[src/rtl/core/sfdc_pkg.sv]
package sfdc_pkg;

  // register indexes on the configuration port (byte address / 4)
  localparam logic [2:0] REG_SPEED_CUTOFF      = 3'd0;
  localparam logic [2:0] REG_TEMP_START        = 3'd1;
  localparam logic [2:0] REG_TEMP_FULL_CLIMATE = 3'd2;
  localparam logic [2:0] REG_TEMP_FULL_NORMAL  = 3'd3;
  localparam logic [2:0] REG_RUNNING_RPM       = 3'd4;
  localparam logic [2:0] REG_CRANK_SECONDS     = 3'd5;
  localparam logic [2:0] REG_RAMP_INTERVAL     = 3'd6;
  localparam logic [2:0] REG_STAGE_THRESHOLD   = 3'd7;

  // register reset values
  localparam logic [7:0]  RST_SPEED_CUTOFF      = 8'd50;
  localparam logic [8:0]  RST_TEMP_START        = 9'd165;
  localparam logic [8:0]  RST_TEMP_FULL_CLIMATE = 9'd185;
  localparam logic [8:0]  RST_TEMP_FULL_NORMAL  = 9'd195;
  localparam logic [13:0] RST_RUNNING_RPM       = 14'd200;
  localparam logic [15:0] RST_CRANK_SECONDS     = 16'd20;
  localparam logic [31:0] RST_RAMP_INTERVAL     = 32'd4000000;
  localparam logic [6:0]  RST_STAGE_THRESHOLD   = 7'd5;

  // duty constants
  localparam logic [6:0] DUTY_FULL      = 7'd100;
  localparam logic [6:0] DUTY_CRANK_CAP = 7'd50;

  // highest quotient bit of the divider (quotient is below 128)
  localparam logic [2:0] DIV_TOP_BIT = 3'd6;

  // sequencer steps
  typedef logic [2:0] step_t;
  localparam step_t STEP_WAIT = 3'd0;
  localparam step_t STEP_PREP = 3'd1;
  localparam step_t STEP_DIV  = 3'd2;
  localparam step_t STEP_QUO  = 3'd3;
  localparam step_t STEP_CAP  = 3'd4;
  localparam step_t STEP_FAN1 = 3'd5;
  localparam step_t STEP_FAN2 = 3'd6;
  localparam step_t STEP_OUT  = 3'd7;

  // datapath operations
  typedef enum logic [2:0] {
    OP_WAIT = 3'd0,
    OP_PREP = 3'd1,
    OP_DIV  = 3'd2,
    OP_QUO  = 3'd3,
    OP_CAP  = 3'd4,
    OP_FAN1 = 3'd5,
    OP_FAN2 = 3'd6,
    OP_OUT  = 3'd7
  } op_e;

  // jump conditions
  typedef enum logic [2:0] {
    COND_NEVER    = 3'd0,
    COND_NO_INPUT = 3'd1,
    COND_SKIP_DIV = 3'd2,
    COND_CNT_NZ   = 3'd3,
    COND_OUT_BUSY = 3'd4
  } cond_e;

  typedef struct packed {
    op_e   op;
    cond_e cond;
    step_t target;
  } ctrl_word_t;

  typedef struct packed {
    logic skip_div;
    logic cnt_nz;
    logic out_busy;
  } dp_status_t;

  typedef struct packed {
    logic [7:0]  speed_cutoff;
    logic [8:0]  temp_start;
    logic [8:0]  temp_full_climate;
    logic [8:0]  temp_full_normal;
    logic [13:0] running_rpm;
    logic [15:0] crank_seconds;
    logic [31:0] ramp_interval;
    logic [6:0]  stage_threshold;
  } cfg_t;

endpackage

[src/rtl/core/sfdc_regs.sv]
module sfdc_regs (
  input  logic                clk_i,
  input  logic                rst_ni,
  input  logic                psel,
  input  logic                penable,
  input  logic                pwrite,
  input  logic [4:0]          paddr,
  input  logic [31:0]         pwdata,
  output logic [31:0]         prdata,
  output sfdc_pkg::cfg_t      cfg_o
);

  sfdc_pkg::cfg_t cfg_q;
  logic           wr_en;
  logic [2:0]     reg_idx;

  assign wr_en   = psel & penable & pwrite;
  assign reg_idx = paddr[4:2];

  // register writes
  always_ff @(posedge clk_i or negedge rst_ni) begin
    if (!rst_ni) begin
      cfg_q.speed_cutoff      <= sfdc_pkg::RST_SPEED_CUTOFF;
      cfg_q.temp_start        <= sfdc_pkg::RST_TEMP_START;
      cfg_q.temp_full_climate <= sfdc_pkg::RST_TEMP_FULL_CLIMATE;
      cfg_q.temp_full_normal  <= sfdc_pkg::RST_TEMP_FULL_NORMAL;
      cfg_q.running_rpm       <= sfdc_pkg::RST_RUNNING_RPM;
      cfg_q.crank_seconds     <= sfdc_pkg::RST_CRANK_SECONDS;
      cfg_q.ramp_interval     <= sfdc_pkg::RST_RAMP_INTERVAL;
      cfg_q.stage_threshold   <= sfdc_pkg::RST_STAGE_THRESHOLD;
    end else if (wr_en) begin
      case (reg_idx)
        sfdc_pkg::REG_SPEED_CUTOFF:      cfg_q.speed_cutoff      <= pwdata[7:0];
        sfdc_pkg::REG_TEMP_START:        cfg_q.temp_start        <= pwdata[8:0];
        sfdc_pkg::REG_TEMP_FULL_CLIMATE: cfg_q.temp_full_climate <= pwdata[8:0];
        sfdc_pkg::REG_TEMP_FULL_NORMAL:  cfg_q.temp_full_normal  <= pwdata[8:0];
        sfdc_pkg::REG_RUNNING_RPM:       cfg_q.running_rpm       <= pwdata[13:0];
        sfdc_pkg::REG_CRANK_SECONDS:     cfg_q.crank_seconds     <= pwdata[15:0];
        sfdc_pkg::REG_RAMP_INTERVAL:     cfg_q.ramp_interval     <= pwdata;
        sfdc_pkg::REG_STAGE_THRESHOLD:   cfg_q.stage_threshold   <= pwdata[6:0];
        default: ;
      endcase
    end
  end

  // read mux
  always_comb begin
    case (reg_idx)
      sfdc_pkg::REG_SPEED_CUTOFF:      prdata = {24'd0, cfg_q.speed_cutoff};
      sfdc_pkg::REG_TEMP_START:        prdata = {23'd0, cfg_q.temp_start};
      sfdc_pkg::REG_TEMP_FULL_CLIMATE: prdata = {23'd0, cfg_q.temp_full_climate};
      sfdc_pkg::REG_TEMP_FULL_NORMAL:  prdata = {23'd0, cfg_q.temp_full_normal};
      sfdc_pkg::REG_RUNNING_RPM:       prdata = {18'd0, cfg_q.running_rpm};
      sfdc_pkg::REG_CRANK_SECONDS:     prdata = {16'd0, cfg_q.crank_seconds};
      sfdc_pkg::REG_RAMP_INTERVAL:     prdata = cfg_q.ramp_interval;
      sfdc_pkg::REG_STAGE_THRESHOLD:   prdata = {25'd0, cfg_q.stage_threshold};
      default:                         prdata = 32'd0;
    endcase
  end

  assign cfg_o = cfg_q;

endmodule

[src/rtl/core/sfdc_seq.sv]
module sfdc_seq (
  input  logic                   clk_i,
  input  logic                   rst_ni,
  input  logic                   in_valid_i,
  input  sfdc_pkg::dp_status_t   status_i,
  output sfdc_pkg::ctrl_word_t   ctrl_o
);

  sfdc_pkg::step_t      pc_q, pc_d;
  sfdc_pkg::ctrl_word_t cw;
  logic                 take_jump;

  // control program, one word per step
  function automatic sfdc_pkg::ctrl_word_t rom_word(input sfdc_pkg::step_t pc);
    sfdc_pkg::ctrl_word_t w;
    begin
      case (pc)
        sfdc_pkg::STEP_WAIT:
          w = '{sfdc_pkg::OP_WAIT, sfdc_pkg::COND_NO_INPUT, sfdc_pkg::STEP_WAIT};
        sfdc_pkg::STEP_PREP:
          w = '{sfdc_pkg::OP_PREP, sfdc_pkg::COND_SKIP_DIV, sfdc_pkg::STEP_CAP};
        sfdc_pkg::STEP_DIV:
          w = '{sfdc_pkg::OP_DIV, sfdc_pkg::COND_CNT_NZ, sfdc_pkg::STEP_DIV};
        sfdc_pkg::STEP_QUO:
          w = '{sfdc_pkg::OP_QUO, sfdc_pkg::COND_NEVER, sfdc_pkg::STEP_WAIT};
        sfdc_pkg::STEP_CAP:
          w = '{sfdc_pkg::OP_CAP, sfdc_pkg::COND_NEVER, sfdc_pkg::STEP_WAIT};
        sfdc_pkg::STEP_FAN1:
          w = '{sfdc_pkg::OP_FAN1, sfdc_pkg::COND_NEVER, sfdc_pkg::STEP_WAIT};
        sfdc_pkg::STEP_FAN2:
          w = '{sfdc_pkg::OP_FAN2, sfdc_pkg::COND_NEVER, sfdc_pkg::STEP_WAIT};
        sfdc_pkg::STEP_OUT:
          w = '{sfdc_pkg::OP_OUT, sfdc_pkg::COND_OUT_BUSY, sfdc_pkg::STEP_OUT};
        default:
          w = '{sfdc_pkg::OP_WAIT, sfdc_pkg::COND_NEVER, sfdc_pkg::STEP_WAIT};
      endcase
      return w;
    end
  endfunction

  assign cw = rom_word(pc_q);

  // jump condition select
  always_comb begin
    case (cw.cond)
      sfdc_pkg::COND_NEVER:    take_jump = 1'b0;
      sfdc_pkg::COND_NO_INPUT: take_jump = ~in_valid_i;
      sfdc_pkg::COND_SKIP_DIV: take_jump = status_i.skip_div;
      sfdc_pkg::COND_CNT_NZ:   take_jump = status_i.cnt_nz;
      sfdc_pkg::COND_OUT_BUSY: take_jump = status_i.out_busy;
      default:                 take_jump = 1'b0;
    endcase
  end

  // step counter, the last step falls through to the wait step
  assign pc_d = take_jump ? cw.target : sfdc_pkg::step_t'(pc_q + 3'd1);

  always_ff @(posedge clk_i or negedge rst_ni) begin
    if (!rst_ni) begin
      pc_q <= sfdc_pkg::STEP_WAIT;
    end else begin
      pc_q <= pc_d;
    end
  end

  assign ctrl_o = cw;

endmodule

[src/rtl/core/sfdc_dp.sv]
module sfdc_dp (
  input  logic                   clk_i,
  input  logic                   rst_ni,
  input  sfdc_pkg::ctrl_word_t   ctrl_i,
  input  sfdc_pkg::cfg_t         cfg_i,
  input  logic                   in_valid_i,
  input  logic [31:0]            now_time_i,
  input  logic [7:0]             speed_mph_i,
  input  logic [8:0]             radiator_temp_i,
  input  logic                   climate_on_i,
  input  logic [13:0]            engine_rpm_i,
  input  logic [15:0]            run_seconds_i,
  input  logic                   out_stall_i,
  output logic                   out_valid_o,
  output logic [6:0]             first_fan_duty_o,
  output logic [6:0]             second_fan_duty_o,
  output sfdc_pkg::dp_status_t   status_o
);

  // captured beat
  logic [31:0] now_q;
  logic [7:0]  spd_q;
  logic [8:0]  temp_q;
  logic        clim_q;
  logic [13:0] rpm_q;
  logic [15:0] secs_q;

  // divider and target
  logic [15:0] rem_q;
  logic [8:0]  dvs_q;
  logic [6:0]  quo_q;
  logic [2:0]  cnt_q;
  logic [6:0]  target_q;

  // fan state
  logic [6:0]  lvl1_q, lvl2_q;
  logic [31:0] stamp1_q, stamp2_q;
  logic        fan2_en_q;

  // output register
  logic        out_valid_q;
  logic [6:0]  out1_q, out2_q;

  logic        capture;
  logic        out_free;
  logic [8:0]  full_w;
  logic        gate;
  logic        above;
  logic        at_full;
  logic        skip_div;
  logic [6:0]  prep_target;
  logic [8:0]  diff;
  logic [15:0] num;
  logic [15:0] shifted;
  logic        div_ge;
  logic        running;
  logic [6:0]  capped;
  logic [6:0]  cur_lvl;
  logic [31:0] cur_stamp;
  logic [31:0] elapsed;
  logic [6:0]  nxt_lvl;
  logic        changed;
  logic        step_up;

  assign capture  = (ctrl_i.op == sfdc_pkg::OP_WAIT) & in_valid_i;
  assign out_free = ~out_valid_q | ~out_stall_i;

  // target bounds
  assign full_w      = clim_q ? cfg_i.temp_full_climate : cfg_i.temp_full_normal;
  assign gate        = (spd_q < cfg_i.speed_cutoff) & (temp_q >= cfg_i.temp_start);
  assign above       = temp_q > cfg_i.temp_start;
  assign at_full     = temp_q >= full_w;
  assign skip_div    = ~gate | ~above | at_full;
  assign prep_target = (gate & above & at_full) ? sfdc_pkg::DUTY_FULL : 7'd0;
  assign diff        = temp_q - cfg_i.temp_start;
  assign num         = 16'(diff) * 16'(sfdc_pkg::DUTY_FULL);

  // restoring divide, one quotient bit per step
  assign shifted = {7'd0, dvs_q} << cnt_q;
  assign div_ge  = rem_q >= shifted;

  // engine cranking cap
  assign running = rpm_q > cfg_i.running_rpm;
  always_comb begin
    if (running) begin
      capped = target_q;
    end else if (secs_q < cfg_i.crank_seconds) begin
      capped = (target_q > sfdc_pkg::DUTY_CRANK_CAP) ? sfdc_pkg::DUTY_CRANK_CAP : target_q;
    end else begin
      capped = 7'd0;
    end
  end

  // shared ramp unit for both fans
  assign cur_lvl   = (ctrl_i.op == sfdc_pkg::OP_FAN2) ? lvl2_q : lvl1_q;
  assign cur_stamp = (ctrl_i.op == sfdc_pkg::OP_FAN2) ? stamp2_q : stamp1_q;
  assign elapsed   = now_q - cur_stamp;
  always_comb begin
    if (target_q <= cur_lvl) begin
      nxt_lvl = target_q;
    end else if (elapsed >= cfg_i.ramp_interval) begin
      nxt_lvl = cur_lvl + 7'd1;
    end else begin
      nxt_lvl = cur_lvl;
    end
  end
  assign changed = nxt_lvl != cur_lvl;
  assign step_up = nxt_lvl > cur_lvl;

  // beat capture and arithmetic registers
  always_ff @(posedge clk_i) begin
    if (capture) begin
      now_q  <= now_time_i;
      spd_q  <= speed_mph_i;
      temp_q <= radiator_temp_i;
      clim_q <= climate_on_i;
      rpm_q  <= engine_rpm_i;
      secs_q <= run_seconds_i;
    end
    case (ctrl_i.op)
      sfdc_pkg::OP_PREP: begin
        target_q <= prep_target;
        rem_q    <= num;
        dvs_q    <= full_w - cfg_i.temp_start;
        quo_q    <= 7'd0;
        cnt_q    <= sfdc_pkg::DIV_TOP_BIT;
      end
      sfdc_pkg::OP_DIV: begin
        if (div_ge) begin
          rem_q <= rem_q - shifted;
        end
        quo_q <= {quo_q[5:0], div_ge};
        cnt_q <= cnt_q - 3'd1;
      end
      sfdc_pkg::OP_QUO: begin
        target_q <= quo_q;
      end
      sfdc_pkg::OP_CAP: begin
        target_q <= capped;
      end
      default: ;
    endcase
  end

  // fan levels and change stamps
  always_ff @(posedge clk_i or negedge rst_ni) begin
    if (!rst_ni) begin
      lvl1_q    <= 7'd0;
      lvl2_q    <= 7'd0;
      stamp1_q  <= 32'd0;
      stamp2_q  <= 32'd0;
      fan2_en_q <= 1'b0;
    end else begin
      case (ctrl_i.op)
        sfdc_pkg::OP_FAN1: begin
          if (changed) begin
            lvl1_q   <= nxt_lvl;
            stamp1_q <= now_q;
          end
          // fan one moves down or by one step up; only an upward step
          // can exceed the threshold, and only a zero threshold
          fan2_en_q <= ~(step_up & (cfg_i.stage_threshold == 7'd0));
        end
        sfdc_pkg::OP_FAN2: begin
          if (fan2_en_q & changed) begin
            lvl2_q   <= nxt_lvl;
            stamp2_q <= now_q;
          end
        end
        default: ;
      endcase
    end
  end

  // output register
  always_ff @(posedge clk_i or negedge rst_ni) begin
    if (!rst_ni) begin
      out_valid_q <= 1'b0;
    end else if ((ctrl_i.op == sfdc_pkg::OP_OUT) & out_free) begin
      out_valid_q <= 1'b1;
    end else if (out_valid_q & ~out_stall_i) begin
      out_valid_q <= 1'b0;
    end
  end

  always_ff @(posedge clk_i) begin
    if ((ctrl_i.op == sfdc_pkg::OP_OUT) & out_free) begin
      out1_q <= lvl1_q;
      out2_q <= lvl2_q;
    end
  end

  assign out_valid_o       = out_valid_q;
  assign first_fan_duty_o  = out1_q;
  assign second_fan_duty_o = out2_q;

  assign status_o.skip_div = skip_div;
  assign status_o.cnt_nz   = cnt_q != 3'd0;
  assign status_o.out_busy = ~out_free;

endmodule

[src/rtl/core/staged_fan_duty_controller_top.sv]
// each input beat runs prep, divide, quotient, cap, both fan steps and output;
//   fixed duties of 0 or 100 go from prep to cap (7-step divider skipped)
// beats pass the microcode sequence and serial divider one at a time, as input
//   is taken only in the wait step; a stalled result holds the last step
// reset: registers return to defaults, fan levels and stamps clear, no result pending
module staged_fan_duty_controller_top (
  input  logic        clk_i,
  input  logic        rst_ni,
  input  logic        psel,
  input  logic        penable,
  input  logic        pwrite,
  input  logic [4:0]  paddr,
  input  logic [31:0] pwdata,
  output logic [31:0] prdata,
  output logic        pready,
  input  logic        in_valid_i,
  output logic        in_stall_o,
  input  logic [31:0] now_time_i,
  input  logic [7:0]  speed_mph_i,
  input  logic [8:0]  radiator_temp_i,
  input  logic        climate_on_i,
  input  logic [13:0] engine_rpm_i,
  input  logic [15:0] run_seconds_i,
  output logic        out_valid_o,
  input  logic        out_stall_i,
  output logic [6:0]  first_fan_duty_o,
  output logic [6:0]  second_fan_duty_o
);

  sfdc_pkg::cfg_t       cfg;
  sfdc_pkg::ctrl_word_t ctrl;
  sfdc_pkg::dp_status_t status;

  assign pready = 1'b1;

  // configuration registers
  sfdc_regs u_regs (
    .clk_i   (clk_i),
    .rst_ni  (rst_ni),
    .psel    (psel),
    .penable (penable),
    .pwrite  (pwrite),
    .paddr   (paddr),
    .pwdata  (pwdata),
    .prdata  (prdata),
    .cfg_o   (cfg)
  );

  // microcode sequencer
  sfdc_seq u_seq (
    .clk_i      (clk_i),
    .rst_ni     (rst_ni),
    .in_valid_i (in_valid_i),
    .status_i   (status),
    .ctrl_o     (ctrl)
  );

  // datapath
  sfdc_dp u_dp (
    .clk_i             (clk_i),
    .rst_ni            (rst_ni),
    .ctrl_i            (ctrl),
    .cfg_i             (cfg),
    .in_valid_i        (in_valid_i),
    .now_time_i        (now_time_i),
    .speed_mph_i       (speed_mph_i),
    .radiator_temp_i   (radiator_temp_i),
    .climate_on_i      (climate_on_i),
    .engine_rpm_i      (engine_rpm_i),
    .run_seconds_i     (run_seconds_i),
    .out_stall_i       (out_stall_i),
    .out_valid_o       (out_valid_o),
    .first_fan_duty_o  (first_fan_duty_o),
    .second_fan_duty_o (second_fan_duty_o),
    .status_o          (status)
  );

  // input taken only in the wait step
  assign in_stall_o = ctrl.op != sfdc_pkg::OP_WAIT;

endmodule

[config.mk]
export PLATFORM = sky130hd
export DESIGN_NAME = staged_fan_duty_controller_top
export DESIGN_NICKNAME = d
export VERILOG_FILES = /design/src/rtl/core/sfdc_pkg.sv /design/src/rtl/core/sfdc_regs.sv /design/src/rtl/core/sfdc_seq.sv /design/src/rtl/core/sfdc_dp.sv /design/src/rtl/core/staged_fan_duty_controller_top.sv
export SDC_FILE = /design/constraint.sdc
export NUM_CORES = 1
export LEC_CHECK = 0
export ABC_AREA = 1
export BUFFER_PORTS_ARGS = -buffer_cell sky130_fd_sc_hd__buf_4
export CAP_MARGIN = 0
export CORE_MARGIN = 5
export CORE_UTILIZATION = 45
export CTS_CLUSTER_SIZE = 16
export DETAILED_ROUTE_END_ITERATION = 10
export PLACE_DENSITY_LB_ADDON = 0.25
export SLEW_MARGIN = 20
export SYNTH_ARGS = -nofsm -noshare
export SYNTH_HDL_FRONTEND = slang
export SYNTH_SLANG_ARGS = --single-unit
[constraint.sdc]
create_clock -name clk_i -period 6.7 [get_ports clk_i]
set_input_delay 1.34 -clock clk_i [delete_from_list [all_inputs] [get_ports clk_i]]
set_output_delay 1.34 -clock clk_i [all_outputs]
set_load 0.02 [all_outputs]
==> flow_metrics.tcl, run 1 <==
set metrics [dict create \
    worst_path_largest_cell_delay_ns 0.41 \
    async_flop_share_pct 57.9 \
    num_rows 76 \
    vias 15800 \
    grt_first_pass_wirelength_mm 80.6 \
    ys.flop_type "dfrtp_1" \
    yosysWarningCount 0 \
    grt_pass1_vias 15400 \
    cts_max_level 2 \
    ir_drop_uv 223 \
    synth_edf_count 136 \
    place_area_um2 21400 \
    final_cell_mix "nand2_1 (496), inv_1 (294), o21ai_0 (239)" \
    firstDrtPassIters 5 \
    port_buffers 169 \
    coreArea_um2 43000 \
    period_minus_slack_ns 6.22 \
    worstSetupEndpointType "flop" \
    syn-instance-count 2225 \
    initial_core_util_pct 45.3 \
    layout-area-overhead-vs-synth_pct 16.7 \
    hold_violations 0 \
    slew_headroom_pct 28.8 \
    fin_crit_sh_pct 92.8 \
    track_usage_pct 21.0 \
    synth_area_leader_cell "edfxtp_1" \
    ys_types 52 \
    setup_viol 0 \
    synth_nets 2553 \
    ios 173 \
    hp-class "flop to flop" \
    p_total_mw 11.6 \
    fin_cells 3010 \
    placed_cells 2941 \
    grt_max_degree 90 \
    p_per_area_nw_per_um2 513 \
    crit_type "flop to flop" \
    setup.worst_path.start_class "flop" \
    final_area_um2 22700 \
    grt_antenna_before_repair 0 \
    p_leak_nw 10.9 \
    synth_area_um2 19500 \
    syn_area_per_cell_um2 8.75 \
    cpMaxStageDelayCell "dfrtp_1" \
    worstSkewPairLatency_ns 0.56 \
    detail_route.drc_violations 0 \
    clk_pin_slew_ns 0.06 \
    cts_buffers 37 \
    ant_nets 0 \
    routabilityCongestion 0.916 \
    synth_top_area_share_pct 21.0 \
    first_iter_violations 1027 \
    tightest_slew_ns 1.06 \
    slew_violations 0 \
    clock.fmax_ghz 0.161 \
    critPathArrivalTime_ns 6.65 \
    cts.sinks 323 \
    fin_skew_ns 0.0298 \
    final_common_cell "nand2_1" \
    drv_cap 0 \
    diodes 0 \
    drive_gt1_share_pct 12.7 \
    netlist_top_cells_area "edfxtp_1 (21%), dfrtp_1 (20%), ha_1 (13%)" \
    fin_nets 2724 \
    cts.path.max_buffers 3 \
    crit_required_ns 7.13 \
    root_buffer "clkbuf_16" \
    die_w_um 218 \
    dieHeight_um 218 \
    gr-total-overflow 0 \
    final_core_util_pct 52.8 \
    wire_per_inst_um 16.6 \
    dieArea_um2 47500 \
    wirelength_mm 49.9 \
    ys_seq_area_share_pct 45.2 \
    hpwl_mm 38.5 \
    outcome "finished clean" \
    cts_tree "done" \
    critPathMaxFanout 50 \
    synth_seq_cells 323 \
    via_per_inst 5.23 \
]
## critical path: cells and delay by family, from the launching register on
kind,cells,cell delay (ns)
DFF,1,0.41
AOI/OAI and AO/OA,6,1.08
xor gates and xnor gates,1,0.17
and+or+nand+nor,13,1.84
buffers and inverters,7,1.10
adders and majority gates,4,1.20
muxes,1,0.26
## cells in the mapped netlist (all sizes together) (33+ instances only)
cell	number
edfxtp	136
o21ai	275
inv	296
nand2	499
clkbuf	34
dfrtp	157
nand3	77
a21oi	133
xor2	35
nor2	120
ha	196
mux2i	33
## layer usage
metal / wire length, um / vias to the layer above / GRT usage [%] / part of all wire [%]
met2: 23100 / 401 / 34.1 / 46
met5: 0 / - / 0 / 0
met1: 23000 / 7425 / 29.5 / 46
met3: 2620 / 69 / 3.57 / 5.3
met4: 1190 / 0 / 5.42 / 2.4
li1: - / 7856 / - / -
## through the flow
step	setup TNS, ns	hold slack (ns)	worst slack, ns
floorplan	0	0.439	0.812
global placement	0	0.465	0.262
detailed placement	0	0.471	0.200
CTS	0	0.485	0.137
global route	-0.0353	0.504	-0.0229
finish	0	0.477	0.482
## path summary, 6_finish.rpt
check / cells after the start / slack, ns / startpoint / end
max in group asynchronous: 2 / 4.52 / rst_ni / u_regs.cfg_o[93]$_DFFE_PN0P_
min reg2reg: 0 / 0.48 / u_dp.lvl1_q[0]$_DFFE_PN0P_ / u_dp.first_fan_duty_o[0]$_DFFE_PP_
max reg2reg: 32 / 0.48 / u_seq.pc_q[0]$_DFF_PN0_ / u_dp.lvl2_q[0]$_DFFE_PN0P_
min in group asynchronous: 1 / 0.85 / rst_ni / u_regs.cfg_o[37]$_DFFE_PN0P_
max: 32 / 0.48 / u_seq.pc_q[0]$_DFF_PN0_ / u_dp.lvl2_q[0]$_DFFE_PN0P_
min: 0 / 0.48 / u_dp.lvl1_q[0]$_DFFE_PN0P_ / u_dp.first_fan_duty_o[0]$_DFFE_PP_
## where the power goes
part / switching, mW / internal, mW / total (mW)
Clock: 0.821 / 1.22 / 2.04
Combinational: 4.04 / 2.39 / 6.43
Sequential: 0.318 / 2.86 / 3.18
## flip-flops by register name, indices dropped and copies added (netlist names), 7 cells and up
signal	count
u_dp.first_fan_duty_o	7
u_dp.secs_q	16
u_dp.rpm_q	14
u_regs.cfg_o	104
u_dp.rem_q	16
u_dp.lvl2_q	7
u_dp.dvs_q	9
u_dp.target_q	7
u_dp.second_fan_duty_o	7
u_dp.lvl1_q	7
u_dp.quo_q	7
u_dp.temp_q	9
u_dp.stamp2_q	32
u_dp.stamp1_q	32
u_dp.spd_q	8
u_dp.now_q	32
## area by class of cell
cell class | count | area, um^2
repair buffers | 184 | 1430
multi-input cells | 1551 | 9390
well taps | 585 | 732
fillers | 4026 | 20300
flip-flops and latches | 323 | 8800
clock inverters | 11 | 139
clock buffers | 57 | 1100
inverters | 299 | 1120
## cell families after synthesis
logic type,Yosys count,share of synthesized area (%)
flops,323,45.2
simple gates,764,16.3
other cells,1,0.0193
buf+inv,351,6.94
xor+xnor,53,2.38
compound gates,496,14.0
mux,33,1.70
fa+ha+maj,204,13.4
## what timing repair did
item / in CTS / in global routing
hold endpoints to repair: 0 / 0
hold buffers: 0 / 0
setup endpoints to repair: 0 / 79
gates resized for setup: 0 / 19
buffers inserted: 0 / 1
Note: power is estimated with default switching activity, not from simulation.
==> run 2, diff against run 1 <==
==> constraint.sdc (replaced) <==
create_clock -name clk_i -period 6.7 [get_ports clk_i]
set_input_delay 1.005 -clock clk_i [delete_from_list [all_inputs] [get_ports clk_i]]
set_output_delay 1.005 -clock clk_i [all_outputs]
set_load 0.02 [all_outputs]
==> run 2 against run 1 <==
  * Clock-buffer cell count shrank 3
  * Non-clock buffer count unchanged
  * Total power fell by 0.76%
  * Core utilization shrank 0.15 points
  * Hold slack better by 0.0061 ns
  * Combinational power is 1% lower
  * Global-route usage down 0.29 points
  * Register-to-register slack got worse by 0.03 ns
==> flow_metrics.tcl, run 2 (synthesis results as in run 1) <==
set metrics [dict create \
    gr-total-overflow 0 \
    cts.path.max_buffers 3 \
    dieArea_um2 47500 \
    p_per_area_nw_per_um2 510 \
    fin_crit_sh_pct 93.2 \
    grt_antenna_before_repair 0 \
    period_minus_slack_ns 6.25 \
    drive_gt1_share_pct 12.3 \
    slew_violations 0 \
    diodes 0 \
    cts_max_level 2 \
    critPathArrivalTime_ns 6.66 \
    root_buffer "clkbuf_16" \
    fillCellCount 4024 \
    grt_pass1_vias 15200 \
    setup.worst_path.start_class "flop" \
    fin_tns_setup_ns 0 \
    p_leak_nw 10.9 \
    cts_tree "done" \
    fin_nets 2724 \
    worstSetupEndpointType "flop" \
    ff_latch_area_um2 8800 \
    worst_path_largest_cell_delay_ns 0.42 \
    final_cell_mix "nand2_1 (497), inv_1 (294), o21ai_0 (239)" \
    cpMostUsedCell "nand2_1" \
    clk_pin_slew_ns 0.06 \
    multi_input_area_um2 9360 \
    fin_ws_ns 0.455 \
    ir_drop_uv 220 \
    final_common_cell "nand2_1" \
    cpMaxStageDelayCell "dfrtp_1" \
    rsz0062_at_grt "false" \
    hpwl_mm 38.3 \
    place_area_um2 21400 \
    grt_max_degree 97 \
    wire_per_inst_um 16.5 \
    firstDrtPassIters 6 \
    place_ws_ns 0.178 \
    vias 15600 \
    track_usage_pct 20.7 \
    grt_first_pass_wirelength_mm 79.8 \
    layout-area-overhead-vs-synth_pct 16.4 \
    hold_violations 0 \
    port_buffers 169 \
    outcome "finished clean" \
    critPathMaxFanout 35 \
    num_rows 76 \
    routed-wl-met3_mm 2.68 \
    dieHeight_um 218 \
    wirelength_mm 49.6 \
    crit_required_ns 7.12 \
    worstSkewPairLatency_ns 0.56 \
    routabilityCongestion 0.906 \
    die_w_um 218 \
    ios 173 \
    crit_type "flop to flop" \
    slew_headroom_pct 32.5 \
    final_core_util_pct 52.7 \
    ant_nets 0 \
    top_signal_layer_used "met4" \
    largest_reg_flops 104 \
    clock.fmax_ghz 0.160 \
    hp-class "flop to flop" \
    coreArea_um2 43000 \
    met2_length_mm 22.8 \
    p_total_mw 11.6 \
    detail_route.drc_violations 0 \
    first_iter_violations 998 \
    tightest_slew_ns 1.01 \
    cts.sinks 323 \
    final_area_um2 22600 \
    fin_skew_ns 0.0242 \
    drv_cap 0 \
    setup_viol 0 \
    wl_met1_mm 23.1 \
    cts_buffers 37 \
    via_per_inst 5.18 \
    initial_core_util_pct 45.3 \
]
[run 2: changes by cell type in the layout (fill, tap and decap cells not counted), moves of 2 or more]
cell and delta:
clkinv_2 +2, clkbuf_1 +3, a21oi_2 -4, buf_8 -2, a21oi_1 +5, clkbuf_8 -6
[run 2: critical path, delay by kind of cell, from the launching register on]
family	cells	cell delay (ns)
compound gates	6	1.20
buf+inv	4	0.93
mux	1	0.26
flops	1	0.42
fa+ha+maj	4	1.11
simple gates	16	2.13
[run 2: worst paths after layout]
check                      slack [ns]                             to  depth (start not counted)                    startpoint
max in group asynchronous        5.00   u_regs.cfg_o[84]$_DFFE_PN0P_                          2                        rst_ni
max reg2reg                      0.45  u_dp.stamp1_q[29]$_DFFE_PN0P_                         31       u_seq.pc_q[0]$_DFF_PN0_
min                              0.48   u_dp.stamp2_q[0]$_DFFE_PN0P_                          2  u_dp.stamp2_q[0]$_DFFE_PN0P_
min reg2reg                      0.48   u_dp.stamp2_q[0]$_DFFE_PN0P_                          2  u_dp.stamp2_q[0]$_DFFE_PN0P_
max                              0.45  u_dp.stamp1_q[29]$_DFFE_PN0P_                         31       u_seq.pc_q[0]$_DFF_PN0_
min in group asynchronous        0.55   u_regs.cfg_o[36]$_DFFE_PN0P_                          1                        rst_ni
[run 2: final cells by class]
type                    instances  share of cell area [%]
well taps                     585                    3.23
flip-flops and latches        323                    38.9
clock inverters                14                   0.773
repair buffers                184                    6.33
clock buffers                  54                    4.55
multi-input cells            1551                    41.3
inverters                     299                    4.96
[run 2: repair_timing]
action / in CTS / in global routing
endpoints found under the setup margin: 0 / 78
endpoints found under the hold margin: 0 / 0
setup buffers: 0 / 0
hold buffers: 0 / 0
gates resized for setup: 0 / 7
[run 2: metrics by stage]
step,cells,hold slack (ns)
final,3010,0.483
after global routing,3010,0.491
after CTS,3010,0.486
after detailed placement,2942,0.466
after global placement,2942,0.465
after floorplan,2225,0.439
[run 2: power by group]
part / switching, mW / internal (mW) / leakage, nW
registers: 0.316 / 2.86 / 3.50
logic: 3.98 / 2.38 / 6.80
clock network: 0.832 / 1.19 / 0.584
total: 5.13 / 6.43 / 10.9
[run 2: layer usage]
metal  global-route usage (%)  vias up
met4                     4.73        0
met3                     3.58       58
met5                        0        -
met2                     33.2      359
met1                     29.6     7324
li1                         -     7846
